$ cat config.mk
export PLATFORM = sky130hd
export DESIGN_NAME = apu_register_translator_unit
export DESIGN_NICKNAME = d
export VERILOG_FILES = /design/src/rtl/apu_rt_pkg.sv /design/src/rtl/apu_rt_ctrl.sv /design/src/rtl/apu_rt_dp.sv /design/src/rtl/apu_register_translator_unit.sv
export SDC_FILE = /design/constraint.sdc
export NUM_CORES = 2
export LEC_CHECK = 0
export BUFFER_PORTS_ARGS = -buffer_cell sky130_fd_sc_hd__buf_2
export CAP_MARGIN = 25
export CORE_UTILIZATION = 65
export DETAILED_ROUTE_END_ITERATION = 6
export PLACE_DENSITY = 0.86
export SLEW_MARGIN = 20
export SYNTH_ARGS = -nofsm -noshare
export SYNTH_HDL_FRONTEND = slang
export SYNTH_SLANG_ARGS = --single-unit
$ cat constraint.sdc
create_clock -name clk -period 26.7 [get_ports clk]
set_input_delay 0 -clock clk [delete_from_list [all_inputs] [get_ports clk]]
set_output_delay 0 -clock clk [all_outputs]
set_load 0.005 [all_outputs]
$ cat src/rtl/apu_rt_pkg.sv
// Shared types, constants and lookup functions for the register translator.
package apu_rt_pkg;

  localparam int SHADOW_DEPTH = 32;
  localparam int ORDER_LEN    = 18;
  localparam int SEQ_W        = 5;
  localparam logic [22:0] TRI_NUM = 23'd4222604;

  typedef enum logic [1:0] {
    FUNC_WRITE = 2'd0,
    FUNC_TICK  = 2'd1,
    FUNC_INVAL = 2'd2,
    FUNC_NONE  = 2'd3
  } func_t;

  // Controller to datapath commands.
  typedef struct packed {
    logic       src_write;   // apply source write
    logic       div_start;   // load divider
    logic       div_step;    // one restoring step
    logic       div_done;    // store triangle rate
    logic       img_build;   // latch target image
    logic       walk_step;   // examine one order entry
    logic       clock_units; // run frame units once
    logic       invalidate;
  } dp_cmd_t;

  // Datapath to controller status.
  typedef struct packed {
    logic       tri_write;   // current write touches the triangle timer
    logic       emit_hit;    // current walk entry must be emitted
    logic       walk_end;    // walk index is on the last entry
  } dp_stat_t;

  function automatic logic [7:0] len_lut(input logic [4:0] i);
    logic [7:0] v;
    case (i)
      5'd0: v = 8'd10;   5'd1: v = 8'd254;  5'd2: v = 8'd20;  5'd3: v = 8'd2;
      5'd4: v = 8'd40;   5'd5: v = 8'd4;    5'd6: v = 8'd80;  5'd7: v = 8'd6;
      5'd8: v = 8'd160;  5'd9: v = 8'd8;    5'd10: v = 8'd60; 5'd11: v = 8'd10;
      5'd12: v = 8'd14;  5'd13: v = 8'd12;  5'd14: v = 8'd26; 5'd15: v = 8'd14;
      5'd16: v = 8'd12;  5'd17: v = 8'd16;  5'd18: v = 8'd24; 5'd19: v = 8'd18;
      5'd20: v = 8'd48;  5'd21: v = 8'd20;  5'd22: v = 8'd96; 5'd23: v = 8'd22;
      5'd24: v = 8'd192; 5'd25: v = 8'd24;  5'd26: v = 8'd72; 5'd27: v = 8'd26;
      5'd28: v = 8'd16;  5'd29: v = 8'd28;  5'd30: v = 8'd32; 5'd31: v = 8'd30;
      default: v = 8'd0;
    endcase
    return v;
  endfunction

  function automatic logic [7:0] noise_lut(input logic [3:0] i);
    logic [7:0] v;
    case (i)
      4'd0, 4'd1, 4'd2: v = 8'd1;
      4'd3: v = 8'd2;  4'd4: v = 8'd4;  4'd5: v = 8'd7;  4'd6: v = 8'd9;
      4'd7: v = 8'd11; 4'd8: v = 8'd14; 4'd9: v = 8'd18; 4'd10: v = 8'd27;
      default: v = 8'd31;
    endcase
    return v;
  endfunction

  function automatic logic [4:0] emit_seq(input logic [SEQ_W-1:0] k);
    logic [4:0] v;
    case (k)
      5'd0: v = 5'h01;  5'd1: v = 5'h00;  5'd2: v = 5'h03;  5'd3: v = 5'h02;
      5'd4: v = 5'h06;  5'd5: v = 5'h07;  5'd6: v = 5'h08;  5'd7: v = 5'h09;
      5'd8: v = 5'h0a;  5'd9: v = 5'h11;  5'd10: v = 5'h12; 5'd11: v = 5'h13;
      5'd12: v = 5'h14; 5'd13: v = 5'h15; 5'd14: v = 5'h19; 5'd15: v = 5'h1a;
      5'd16: v = 5'h1b; 5'd17: v = 5'h10;
      default: v = 5'h00;
    endcase
    return v;
  endfunction

  // ((t+1)*286 + 128) >> 8, clamped to 1..4095
  function automatic logic [11:0] tone_period(input logic [10:0] t);
    logic [20:0] s;
    s = ({10'd0, t} + 21'd1) * 21'd286 + 21'd128;
    if (s[20:8] == 13'd0) return 12'd1;
    if (s[20] != 1'b0) return 12'hfff;
    return s[19:8];
  endfunction

endpackage

$ cat src/rtl/apu_rt_ctrl.sv
// Controller state machine: sequences writes, division, frame walk and unit clocking.
module apu_rt_ctrl (
  input  logic                clk,
  input  logic                rst_n,
  input  logic                in_valid,
  output logic                in_ready,
  input  logic [1:0]          in_func,
  input  logic                in_emit_enable,
  output logic                out_valid,
  input  logic                out_ready,
  output apu_rt_pkg::dp_cmd_t cmd,
  input  apu_rt_pkg::dp_stat_t stat
);
  import apu_rt_pkg::*;

  typedef enum logic [6:0] {
    S_IDLE  = 7'b0000001,
    S_DIV   = 7'b0000010,
    S_BUILD = 7'b0000100,
    S_WALK  = 7'b0001000,
    S_EMIT  = 7'b0010000,
    S_CLK   = 7'b0100000,
    S_DONE  = 7'b1000000
  } state_t;

  state_t     state_r, state_nxt;
  logic [4:0] cnt_r, cnt_nxt;

  assign in_ready  = (state_r == S_IDLE);
  assign out_valid = (state_r == S_EMIT);

  always_comb begin
    state_nxt = state_r;
    cnt_nxt   = cnt_r;
    cmd       = '0;
    case (state_r)
      S_IDLE: begin
        if (in_valid) begin
          case (func_t'(in_func))
            FUNC_WRITE: begin
              cmd.src_write = 1'b1;
              if (stat.tri_write) begin
                cmd.div_start = 1'b1;
                cnt_nxt       = 5'd0;
                state_nxt     = S_DIV;
              end
            end
            FUNC_TICK: begin
              if (in_emit_enable) state_nxt = S_BUILD;
              else state_nxt = S_CLK;
            end
            FUNC_INVAL: cmd.invalidate = 1'b1;
            default: ;
          endcase
        end
      end
      S_DIV: begin
        cmd.div_step = 1'b1;
        cnt_nxt      = cnt_r + 5'd1;
        if (cnt_r == 5'd22) state_nxt = S_DONE;
      end
      S_DONE: begin
        cmd.div_done = 1'b1;
        state_nxt    = S_IDLE;
      end
      S_BUILD: begin
        cmd.img_build = 1'b1;
        state_nxt     = S_WALK;
      end
      S_WALK: begin
        if (stat.emit_hit) state_nxt = S_EMIT;
        else begin
          cmd.walk_step = 1'b1;
          if (stat.walk_end) state_nxt = S_CLK;
        end
      end
      S_EMIT: begin
        if (out_ready) begin
          cmd.walk_step = 1'b1;
          state_nxt     = stat.walk_end ? S_CLK : S_WALK;
        end
      end
      S_CLK: begin
        cmd.clock_units = 1'b1;
        state_nxt       = S_IDLE;
      end
      default: state_nxt = S_IDLE;
    endcase
  end

  always_ff @(posedge clk) begin
    if (!rst_n) begin
      state_r <= S_IDLE;
      cnt_r   <= 5'd0;
    end else begin
      state_r <= state_nxt;
      cnt_r   <= cnt_nxt;
    end
  end

endmodule

$ cat src/rtl/apu_rt_dp.sv
// Datapath: source state, frame units, rate divider, image, shadow and walk.
module apu_rt_dp (
  input  logic                 clk,
  input  logic                 rst_n,
  input  logic [15:0]          in_apu_address,
  input  logic [7:0]           in_apu_data,
  input  apu_rt_pkg::dp_cmd_t  cmd,
  output apu_rt_pkg::dp_stat_t stat,
  output logic [4:0]           out_target_register,
  output logic [7:0]           out_target_data,
  output logic                 out_last
);
  import apu_rt_pkg::*;

  logic [7:0]  pctl_r [2];
  logic [7:0]  psw_r  [2];
  logic [10:0] pper_r [2];
  logic [7:0]  plen_r [2];
  logic [2:0]  sdiv_r [2];
  logic        srel_r [2];
  logic        smute_r[2];
  logic [3:0]  edec_r [3];
  logic [3:0]  ediv_r [3];
  logic [7:0]  tctl_r, tlen_r, nctl_r, nlen_r;
  logic [10:0] tper_r;
  logic [6:0]  tlin_r;
  logic        trel_r;
  logic [15:0] trate_r;
  logic [3:0]  nsel_r, en_r;
  logic [SHADOW_DEPTH-1:0] sval_r;
  logic [7:0]  shadow_mem [SHADOW_DEPTH];
  logic [7:0]  img_r [ORDER_LEN];
  logic [SEQ_W-1:0] k_r;
  logic [7:0]  sh_rd_r;

  // divider
  logic [22:0] quo_r;
  logic [11:0] den_r;
  logic [12:0] rem_r;
  logic        short_r;

  logic [15:0] addr;
  logic [7:0]  v;
  logic        ch;
  assign addr = in_apu_address;
  assign v    = in_apu_data;
  assign ch   = addr[2];

  assign stat.tri_write = (addr == 16'h400a) || (addr == 16'h400b);

  // Sweep target / mute on a given ctrl and period
  function automatic logic mute_of(input logic [7:0] c, input logic [10:0] t);
    logic [11:0] sum;
    sum = {1'b0, t} + {1'b0, t >> c[2:0]};
    return (t < 11'd8) || (!c[3] && sum[11]);
  endfunction

  function automatic logic [10:0] tgt_of(input logic [7:0] c, input logic [10:0] t,
                                         input logic c0);
    logic [11:0] sub;
    logic [11:0] sum;
    sub = {1'b0, t >> c[2:0]} + {11'd0, c0};
    sum = {1'b0, t} + {1'b0, t >> c[2:0]};
    if (c[3]) return (sub > {1'b0, t}) ? 11'd0 : t - sub[10:0];
    return sum[10:0];
  endfunction

  // image build
  logic [7:0] img [ORDER_LEN];
  always_comb begin
    logic [11:0] p0, p1;
    logic [3:0]  v0, v1, nv;
    logic [7:0]  mix;
    logic        lin;
    p0 = tone_period(pper_r[0]);
    p1 = tone_period(pper_r[1]);
    mix = 8'h3f;
    v0 = pctl_r[0][4] ? pctl_r[0][3:0] : edec_r[0];
    v1 = pctl_r[1][4] ? pctl_r[1][3:0] : edec_r[1];
    nv = nctl_r[4] ? nctl_r[3:0] : edec_r[2];
    if (en_r[0] && plen_r[0] != 0 && pper_r[0] >= 11'd8 && !smute_r[0] && v0 != 0)
      mix[0] = 1'b0;
    else v0 = 4'd0;
    if (en_r[1] && plen_r[1] != 0 && pper_r[1] >= 11'd8 && !smute_r[1] && v1 != 0)
      mix[1] = 1'b0;
    else v1 = 4'd0;
    if (en_r[3] && nlen_r != 0 && nv != 0) mix[5] = 1'b0;
    else nv = 4'd0;
    lin = (tlin_r != 0) || (trel_r && tctl_r[6:0] != 0);
    img[0]  = {4'd0, p0[11:8]};
    img[1]  = p0[7:0];
    img[2]  = {4'd0, p1[11:8]};
    img[3]  = p1[7:0];
    img[4]  = noise_lut(nsel_r);
    img[5]  = mix;
    img[6]  = {4'd0, v0};
    img[7]  = {4'd0, v1};
    img[8]  = {4'd0, nv};
    img[9]  = 8'hc0;
    img[10] = 8'h00;
    img[11] = 8'h00;
    img[12] = 8'hff;
    img[13] = 8'h00;
    img[14] = trate_r[7:0];
    img[15] = trate_r[15:8];
    img[16] = 8'h70;
    img[17] = (en_r[2] && tlen_r != 0 && lin && tper_r > 11'd2) ? 8'h90 : 8'h01;
  end

  logic [4:0] reg_k;
  logic [7:0] dat_k;
  assign reg_k = emit_seq(k_r);
  assign dat_k = img_r[k_r];
  assign stat.emit_hit = !(sval_r[reg_k] && sh_rd_r == dat_k);
  assign stat.walk_end = (k_r == SEQ_W'(ORDER_LEN - 1));

  // last: no later entry will need emitting
  logic later_hit;
  always_comb begin
    later_hit = 1'b0;
    for (int j = 0; j < ORDER_LEN; j++) begin
      if (SEQ_W'(j) > k_r &&
          !(sval_r[emit_seq(SEQ_W'(j))] && shadow_mem[emit_seq(SEQ_W'(j))] == img_r[j]))
        later_hit = 1'b1;
    end
  end

  assign out_target_register = reg_k;
  assign out_target_data     = dat_k;
  assign out_last            = !later_hit;

  logic [12:0] trial;
  assign trial = {rem_r[11:0], quo_r[22]} - {1'b0, den_r};

  always_ff @(posedge clk) begin
    if (cmd.img_build) for (int j = 0; j < ORDER_LEN; j++) img_r[j] <= img[j];
    if (cmd.walk_step && stat.emit_hit) shadow_mem[reg_k] <= dat_k;
    sh_rd_r <= shadow_mem[cmd.walk_step ? emit_seq(k_r + SEQ_W'(1)) : reg_k];
  end

  always_ff @(posedge clk) begin
    if (!rst_n) begin
      for (int i = 0; i < 2; i++) begin
        pctl_r[i] <= '0; psw_r[i] <= '0; pper_r[i] <= '0; plen_r[i] <= '0;
        sdiv_r[i] <= '0; srel_r[i] <= 1'b0; smute_r[i] <= 1'b1;
      end
      for (int i = 0; i < 3; i++) begin
        edec_r[i] <= '0; ediv_r[i] <= '0;
      end
      tctl_r <= '0; tlen_r <= '0; tlin_r <= '0; trel_r <= 1'b0; tper_r <= '0;
      trate_r <= 16'hffff;
      nctl_r <= '0; nsel_r <= '0; nlen_r <= '0; en_r <= '0;
      sval_r <= '0; k_r <= '0;
      quo_r <= '0; den_r <= '0; rem_r <= '0; short_r <= 1'b0;
    end else begin
      if (cmd.src_write) begin
        case (addr)
          16'h4000, 16'h4004: pctl_r[ch] <= v;
          16'h4001, 16'h4005: begin
            psw_r[ch] <= v; srel_r[ch] <= 1'b1;
            smute_r[ch] <= mute_of(v, pper_r[ch]);
          end
          16'h4002, 16'h4006: begin
            pper_r[ch] <= {pper_r[ch][10:8], v};
            smute_r[ch] <= mute_of(psw_r[ch], {pper_r[ch][10:8], v});
          end
          16'h4003, 16'h4007: begin
            pper_r[ch] <= {v[2:0], pper_r[ch][7:0]};
            if (en_r[ch]) plen_r[ch] <= len_lut(v[7:3]);
            edec_r[ch] <= 4'hf; ediv_r[ch] <= pctl_r[ch][3:0];
            smute_r[ch] <= mute_of(psw_r[ch], {v[2:0], pper_r[ch][7:0]});
          end
          16'h4008: tctl_r <= v;
          16'h400a: tper_r <= {tper_r[10:8], v};
          16'h400b: begin
            tper_r <= {v[2:0], tper_r[7:0]};
            if (en_r[2]) tlen_r <= len_lut(v[7:3]);
            trel_r <= 1'b1;
          end
          16'h400c: nctl_r <= v;
          16'h400e: nsel_r <= v[3:0];
          16'h400f: begin
            if (en_r[3]) nlen_r <= len_lut(v[7:3]);
            edec_r[2] <= 4'hf; ediv_r[2] <= nctl_r[3:0];
          end
          16'h4015: begin
            if (!v[0]) plen_r[0] <= '0;
            if (!v[1]) plen_r[1] <= '0;
            if (!v[2]) tlen_r <= '0;
            if (!v[3]) nlen_r <= '0;
            en_r <= v[3:0];
          end
          default: ;
        endcase
      end
      if (cmd.div_start) begin
        // tper_r not yet updated; recompute from the incoming byte
        logic [11:0] d;
        d = 12'(addr[0] ? {v[2:0], tper_r[7:0]} : {tper_r[10:8], v}) + 12'd1;
        den_r   <= d;
        short_r <= d < 12'd65;
        quo_r   <= TRI_NUM + 23'(d[11:1]);
        rem_r   <= '0;
      end
      if (cmd.div_step) begin
        if (!trial[12]) begin
          rem_r <= trial;
          quo_r <= {quo_r[21:0], 1'b1};
        end else begin
          rem_r <= {rem_r[11:0], quo_r[22]};
          quo_r <= {quo_r[21:0], 1'b0};
        end
      end
      if (cmd.div_done)
        trate_r <= (short_r || quo_r[22:16] != 0) ? 16'hffff : quo_r[15:0];
      if (cmd.invalidate) sval_r <= '0;
      if (cmd.img_build) k_r <= '0;
      if (cmd.walk_step) begin
        if (stat.emit_hit) sval_r[reg_k] <= 1'b1;
        k_r <= stat.walk_end ? '0 : k_r + SEQ_W'(1);
      end
      if (cmd.clock_units) begin : units
        logic [3:0] dc, dv;
        logic [7:0] c;
        logic [6:0] ln;
        logic       rl;
        logic [10:0] pp, tg;
        logic [2:0] sd;
        logic       sr, sm, wz;
        for (int i = 0; i < 3; i++) begin
          c  = (i == 2) ? nctl_r : pctl_r[i];
          dc = edec_r[i]; dv = ediv_r[i];
          if (!c[4]) begin
            for (int n = 0; n < 4; n++) begin
              if (dv != 0) dv = dv - 4'd1;
              else begin
                dv = c[3:0];
                if (dc != 0) dc = dc - 4'd1;
                else if (c[5]) dc = 4'hf;
              end
            end
          end
          edec_r[i] <= dc; ediv_r[i] <= dv;
        end
        ln = tlin_r; rl = trel_r;
        for (int n = 0; n < 4; n++) begin
          if (rl) ln = tctl_r[6:0];
          else if (ln != 0) ln = ln - 7'd1;
          if (!tctl_r[7]) rl = 1'b0;
        end
        tlin_r <= ln; trel_r <= rl;
        for (int i = 0; i < 2; i++)
          if (!pctl_r[i][5]) plen_r[i] <= (plen_r[i] > 8'd2) ? plen_r[i] - 8'd2 : 8'd0;
        if (!tctl_r[7]) tlen_r <= (tlen_r > 8'd2) ? tlen_r - 8'd2 : 8'd0;
        if (!nctl_r[5]) nlen_r <= (nlen_r > 8'd2) ? nlen_r - 8'd2 : 8'd0;
        for (int i = 0; i < 2; i++) begin
          c = psw_r[i]; pp = pper_r[i]; sd = sdiv_r[i]; sr = srel_r[i];
          for (int n = 0; n < 2; n++) begin
            wz = (sd == 0);
            tg = tgt_of(c, pp, i == 0);
            sm = mute_of(c, pp);
            if (wz && c[7] && c[2:0] != 0 && !sm) begin
              pp = tg;
              sm = mute_of(c, pp);
            end
            if (wz || sr) begin sd = c[6:4]; sr = 1'b0; end
            else sd = sd - 3'd1;
          end
          pper_r[i] <= pp; sdiv_r[i] <= sd; srel_r[i] <= sr; smute_r[i] <= sm;
        end
      end
    end
  end

endmodule

$ cat src/rtl/apu_register_translator_unit.sv
// Top level of the sound register translator.
// Usage:
//  - in_* channel (valid/ready) takes one item: source write, frame tick or
//    shadow invalidate. in_ready is high only while the block is idle.
//  - out_* channel (valid/ready) delivers target chip writes, up to 18 per
//    frame tick, out_last marking the final one of that tick.
//  - A write is applied from the idle state; a triangle timer write also runs
//    a restoring divider, one quotient bit per cycle, then stores the rate.
//  - A frame tick with in_emit_enable high latches the image, then walks the
//    order entries (18), entering S_EMIT for each write to emit, then clocks
//    the envelope, linear, length and sweep units; with in_emit_enable low
//    it only clocks the units.
//  - If the receiver stalls, the pending write holds on the out_* ports and
//    the walk waits; nothing is dropped.
//  - Reset (rst_n low, synchronous) clears all voice state, sets both
//    sweep mute flags and the triangle rate to all ones and marks every
//    shadow entry invalid; shadow data needs no clearing.
module apu_register_translator_unit (
  input  logic        clk,
  input  logic        rst_n,
  input  logic        in_valid,
  output logic        in_ready,
  input  logic [1:0]  in_func,
  input  logic [15:0] in_apu_address,
  input  logic [7:0]  in_apu_data,
  input  logic        in_emit_enable,
  output logic        out_valid,
  input  logic        out_ready,
  output logic [4:0]  out_target_register,
  output logic [7:0]  out_target_data,
  output logic        out_last
);
  import apu_rt_pkg::*;

  dp_cmd_t  cmd;
  dp_stat_t stat;

  apu_rt_ctrl u_ctrl (
    .clk, .rst_n, .in_valid, .in_ready, .in_func, .in_emit_enable,
    .out_valid, .out_ready, .cmd, .stat
  );

  apu_rt_dp u_dp (
    .clk, .rst_n, .in_apu_address, .in_apu_data, .cmd, .stat,
    .out_target_register, .out_target_data, .out_last
  );

  a_one_side: assert property (@(posedge clk) disable iff (!rst_n)
    !(in_ready && out_valid)) else $error("input and output active together");
  a_hold: assert property (@(posedge clk) disable iff (!rst_n)
    out_valid && !out_ready |=> out_valid && $stable(out_target_data))
    else $error("pending write changed");
  a_cmd: assert property (@(posedge clk) disable iff (!rst_n)
    $onehot0({cmd.src_write, cmd.div_step, cmd.img_build, cmd.clock_units}))
    else $error("conflicting commands");

endmodule
**Yosys cells after proc, flatten, opt, wreduce, memory -nomap -nowiden**

Memory sizes are Yosys's and may differ from the RTL's. A register that Yosys moved wholly into a read port is not among the register bits.
Cells that the tools add are included.

- Memories: 17
- Input port bits: 31
- ROM bits: 1,072
- Flip-flop bits (word level): 170
- Output and inout port bits: 16
- Memory bits (writable): 504

- Shift-type cells: 9
- Reductions and logical operators: 192
- Order comparisons: 42
- $mul: 2
- Add/sub/neg operators: 60
- Bitwise gates (word level): 26
- Muxes and demuxes: 428
- Eq/ne operators: 53

Memories:

| name | depth | width | rd ports | clocked after memory_dff | write ports | RTL line | source |
|---|---|---|---|---|---|---|---|
| u_dp.shadow_mem | 32 | 8 | 19 | 1 | 1 | apu_rt_dp.sv:31 | `logic [7:0] shadow_mem [SHADOW_DEPTH];` |
| (no name shown) | 32 | 7 | 1 | 0 | 0 | apu_rt_pkg.sv:37 | `case (i)` |
| (no name shown) | 32 | 7 | 1 | 0 | 0 | apu_rt_pkg.sv:37 |  |
| (no name shown) | 32 | 7 | 1 | 0 | 0 | apu_rt_pkg.sv:37 |  |
| (no name shown) | 32 | 5 | 1 | 0 | 0 | apu_rt_pkg.sv:64 | `case (k)` |
| (no name shown) | 32 | 5 | 1 | 1 | 0 | apu_rt_pkg.sv:64 |  |
| 11 more memories | n/a | n/a | n/a | n/a | n/a | n/a |  |

Operator list:

| operator | number |
|---|---|
| $mux W4 | 138 |
| $mux W11 | 33 |
| $eq A16 B15 Y1 const B | 15 |
| $mux W8 | 26 |
| $eq A8 B8 Y1 | 19 |
| $mux W1 | 152 |
| $mux W7 | 20 |
| $mux W12 | 11 |
| $mux W32 | 4 |
| $add A11 B11 Y12 | 9 |
| $reduce_bool A4 Y1 | 27 |
| $lt A11 B4 Y1 const B | 9 |
| $shr A11 B3 Y11 | 9 |
| $sub A4 B1 Y4 const B | 24 |
| $logic_and A1 B1 Y1 | 74 |
| $mux W5 | 11 |
| $add A11 B1 Y12 const B | 4 |
| $mux W23 | 2 |
| $sub A11 B11 Y11 | 4 |
| $add A21 B8 Y21 const B | 2 |
| $mul A21 B8 Y20 const B | 2 |
| $mux W3 | 14 |
| $reduce_bool A7 Y1 | 6 |
| $gt A4 B5 Y1 const A | 8 |
| 65 further kinds | 189 |

**Longest topological paths before layout**

An unclocked memory read counts as a cell.

- Depth in word-level cells: 27
- Mapped depth: 65

**By module**

From an unflattened synthesis, not the netlist that was laid out.

- Cell total of the unflattened synthesis: 5,099
- Area, all modules: 47,580.6 um2

Modules (own cells, without submodules):

| module | area an instance (um2) | seq. area each (um2) | times used | cells an instance |
|---|---|---|---|---|
| apu_rt_dp | 46,886.2 | 16,015.4 | 1 | 5,013 |
| apu_rt_ctrl | 694.4 | 240.2 | 1 | 86 |

**Worst setup path after synthesis**

OpenSTA, ideal clock, no wires.

- Kind: register to register
- From: mem u_dp.psw_r[1][0]
- To: mem u_dp.smute_r[1] (data pin)
- Setup time: 257 ps
- Arrival time: 10,722 ps
- Clock period less this slack: 10,978 ps
- Stages on the path, launching flop included: 59
- Setup slack: 15,722 ps
- Path buffers: 4
- Required time: 26,443 ps
- Path through: edfxtp_1 > clkbuf_1 > inv_1 > clkbuf_1 > nand2_1 > o22ai_1 > nand2_1 > and2_1 > ha_1 > clkbuf_1 > nor2b_1 > o31ai_1 > a31oi_1 > a211o_1 > nand2_1 > clkbuf_1 > mux2i_1 > and2_1 > [23 not listed] > inv_1 > mux2i_1 > mux2i_1 > nor2_1 > a21oi_1 > ha_1 > a21oi_1 > nor2b_1 > o21ai_0 > nand2b_1 > a21oi_1 > nor2b_1 > o21ai_0 > nand2b_1 > a221oi_1 > o21ai_0 > and4b_1 > a21oi_1

RTL lines:

| what | RTL line | source |
|---|---|---|
| from (decl) | apu_rt_dp.sv:16 | `logic [7:0] psw_r [2];` |
| to (decl) | apu_rt_dp.sv:21 | `logic smute_r[2];` |

==> results.txt <==
The clock latency at the later pin of the worst-skew pair came out at between 600 and 700 ps. Of the total synthesized cell area, the portion taken by full adders, half adders and majority gates is 0.114. After the last flow step, the layout net total stands at between 5000 and 6000. Counting cells, the worst reg-to-reg path comes to 55.

edfxtp_1 takes more of the synthesized area than any other cell. The tree built by TritonCTS fans out to 609 sinks. The most used flip-flop cell after synthesis is edfxtp_1.

In this run the tool buffered the top-level ports with 46 buffer cells. The pre-antenna-repair detailed-routing pass consisted of 7 iterations. The worst register-to-register path has a setup slack of between 10000 and 15000 ps.

The post-detailed-route DRC marker count came out at 0. The post-CTS clock slew at the launch and capture registers of the worst setup and hold paths is ~60 ps. The number of routed nets with antenna violations came out at 0. The peak fanout along the critical path came out at 27. The worst setup path is captured at a flop. The cell with the most instances after synthesis is nand2_1. The area share of the largest cell type after synthesis is 0.258. The I/O pin count is 47. The post-synthesis cell area is approximately 47000 sq um. The post-synthesis compound-gate area fraction came out at 0.176. The final setup skew came out at roughly 40 ps. The run finished with clean final reports. The number of antenna violations at the first check in global routing came to 4. The final-report max-slew violation count is 0. The worst slew margin relative to its limit came out at 0.281. The worst path arrival time came out at 13600 ps.

The netlist uses around 110 different library cells. The most critical setup path has its startpoint at u_dp.psw_r[1][0]. The H-tree depth is 2. The capturing point of the worst reg2reg path is u_dp.smute_r[1]. The number of hold violations in the final report came out at 0. The xor/xnor share of the synthesized area came out at 0.0462. The simple-gate share of the synthesized area is 0.195. In the global route stage, overall resource usage came out at 0.361. The height of the die is between 200 and 300 microns. On the worst path, the slowest cell contributes a delay of between 600 and 700 ps. The estimated wirelength of the detail-placed design is between 90000 and 100000 microns. The commonest cells after synthesis are nand2_1, nor2_1, edfxtp_1, inv_1, ha_1. The die covers ~74000 sq um.

The worst hold path begins at in_apu_address[0]. The clock tree from TritonCTS is built. Counting flops with an async set or reset pin after synthesis yields a share of 0. The final critical-path share of the clock period came out at 0.495.

The clock tree buffer depth came out at 3. By area the synthesized netlist is led by edfxtp_1, ha_1, dfxtp_1. Of the post-synthesis cell area, the part taken by muxes is 0.0698. Adding up every negative setup slack in the final design gives 0 ps. The worst register-to-register path begins at u_dp.psw_r[1][0]. The total overflow left after global routing is 0. The count of routing violations after the opening detailed-route iteration is approximately 5900.

After synthesis the netlist holds a flip-flop and latch count of between 600 and 700. The post-cts gate resize count came out at 0. The area growth from synthesis to layout is 6.94%.

The largest net degree at the start of global routing came out at 97. The final critical path time including I/O delays and setup is roughly 13000 ps. The number of instances on the worst hold path came out at 4.

By area, the combinational part of the netlist is dominated by simple AND/OR/NAND/NOR gates. The worst hold path belongs to the class in -> reg. The number of vias per cell after detailed routing is between 6 and 7. The area of the core came out at between 70000 and 80000 sq um. The routed length per placed instance came out at approximately 22 microns. The horizontal die dimension is 271 microns.

The post-placement cell area came out at just under 50000 sq um. Counting the buffers created by CTS gives 60. For hold timing, the worst endpoint is u_dp.tper_r[8].

The detailed-route wire length is ~140000 microns. The worst setup path is launched from a flop. The highest ir drop seen on vdd is about 0.1 mV.

The effective utilization at floorplan came out at 0.659. The actual slew at the worst max-slew pin is roughly 1100 ps. The analysis attributes to cell leakage a power of about 20 nW. The cell area after layout is roughly 50000 sq um. In the final layout, the share of cells above drive strength 1 is 0.0685. Derived from the worst setup path, the maximum achievable clock frequency is roughly 76 MHz. Among all stages on the critical path, the largest delay is contributed by inv_1. For the worst setup path, the data required time is about 27000 ps.

The final weighted congestion of routability-driven global placement is around 0.97. The number of warning messages in the yosys log is 0. Power spread over the standard cell area amounts to about 52 nW/um^2. The share of synthesized area occupied by flip-flops and latches came out at 0.345. The number of global-route vias before repair came out at 39408. Setup repair after global routing left no endpoint under its margin. The number of enable flip-flop cells after synthesis is just over 400. The reported max-cap violation count came out at 0. The mean cell area of the mapped netlist is roughly 9 sq um. The wire length of the first global-routing pass is around 210000 microns. The critical path is of the reg -> reg type.

The cell count after synthesis came out at roughly 5400. The final count of negative-setup-slack endpoints came out at 0. The initialized floorplan defines between 90 and 100 standard-cell rows.

The via count came out at ~42000. The cell at the root of the clock tree is clkbuf_16. The final core area utilization came out at 0.704.
## registers in the layout, summed over array words and instances, names as in the netlist, 14 cells and up, named ones only
signal / count
u_dp.quo_r: 23
u_dp.pper_r: 22
u_dp.img_r: 62
u_dp.sval_r: 32
u_dp.trate_r: 16
u_dp.plen_r: 14
u_dp.psw_r: 16
u_dp.shadow_mem: 256
## routing by layer
metal,up-vias,wire [microns],track usage
li1,19497,-,-
met1,19736,54700,0.493
met2,2497,60500,0.571
met3,449,15300,0.0641
met4,2,6010,0.137
met5,-,12,0
## critical path: cells and delay by family (launching register included)
kind | cells | cell delay [ps]
flip-flops | 1 | 350
AND/OR/NAND/NOR | 16 | 2220
AO/OA/AOI/OAI | 25 | 6340
buffers and inverters | 4 | 1270
adder cells (fa/ha/maj) | 4 | 1320
multiplexers | 6 | 1470
## kinds of logic after synthesis
group,Yosys count
simple gates,1936
compound gates,1243
buf+inv,658
flops,609
fa+ha+maj,394
mux,298
xor+xnor,248
other cells,1
## power by group
group | switching [W] | total, W | leakage [nW] | internal [W]
sequential | 0.0000130 | 0.00103 | 5.21 | 0.00101
clock | 0.000383 | 0.000903 | 1.02 | 0.000519
combinational | 0.000427 | 0.000710 | 13.9 | 0.000283
## how the worst max path moves through the flow
stage / to / slack [ps] / depth (start not counted)
6_report: u_dp.smute_r[1] / 13480 / 55
3_5_place_dp: u_dp.smute_r[1] / 13800 / 55
2_1_floorplan: u_dp.smute_r[1] / 15720 / 58
4_1_cts: u_dp.smute_r[1] / 13780 / 55
5_1_grt: u_dp.smute_r[1] / 12560 / 55
3_3_place_gp: u_dp.smute_r[1] / 13910 / 56
## area by class of cell
type | instances | area [sq um]
Sequential cell | 609 | 16300
Fill cell | 5353 | 21200
Antenna cell | 1 | 2.50
Multi-Input combinational cell | 4137 | 28600
Clock buffer | 82 | 1720
Inverter | 395 | 1480
Clock inverter | 30 | 390
Timing Repair Buffer | 121 | 845
Tap cell | 950 | 1190
## metrics by stage
| stage | instances | setup WS, ps | total power (W) | hold WS, ps |
|---|---|---|---|---|
| floorplan | 5404 | 15720 | 0.00158 | 118 |
| global placement | 6189 | 13910 | 0.00172 | 251 |
| detailed placement | 6192 | 13800 | 0.00174 | 256 |
| CTS | 6320 | 13780 | 0.00263 | 9.68 |
| global route | 6325 | 12560 | 0.00275 | 45.0 |
| finish | 6325 | 13480 | 0.00264 | 49.1 |
## layout by cell type, fill, tap and decap left out, drive strengths merged, types with 121 or more instances in the layout
cell type	n
nand2	593
nor2	512
edfxtp	406
inv	390
ha	331
a21oi	294
mux2i	225
o21ai	225
dfxtp	203
nand3	193
xnor2	136
nor3	121
## repair_timing
item                       in CTS  in global routing
buffers inserted                0                  0
hold endpoints to repair       29                  0
hold buffers                   16                  0
setup endpoints to repair       0                  0
No activity file was read; power rests on OpenSTA's default activity.
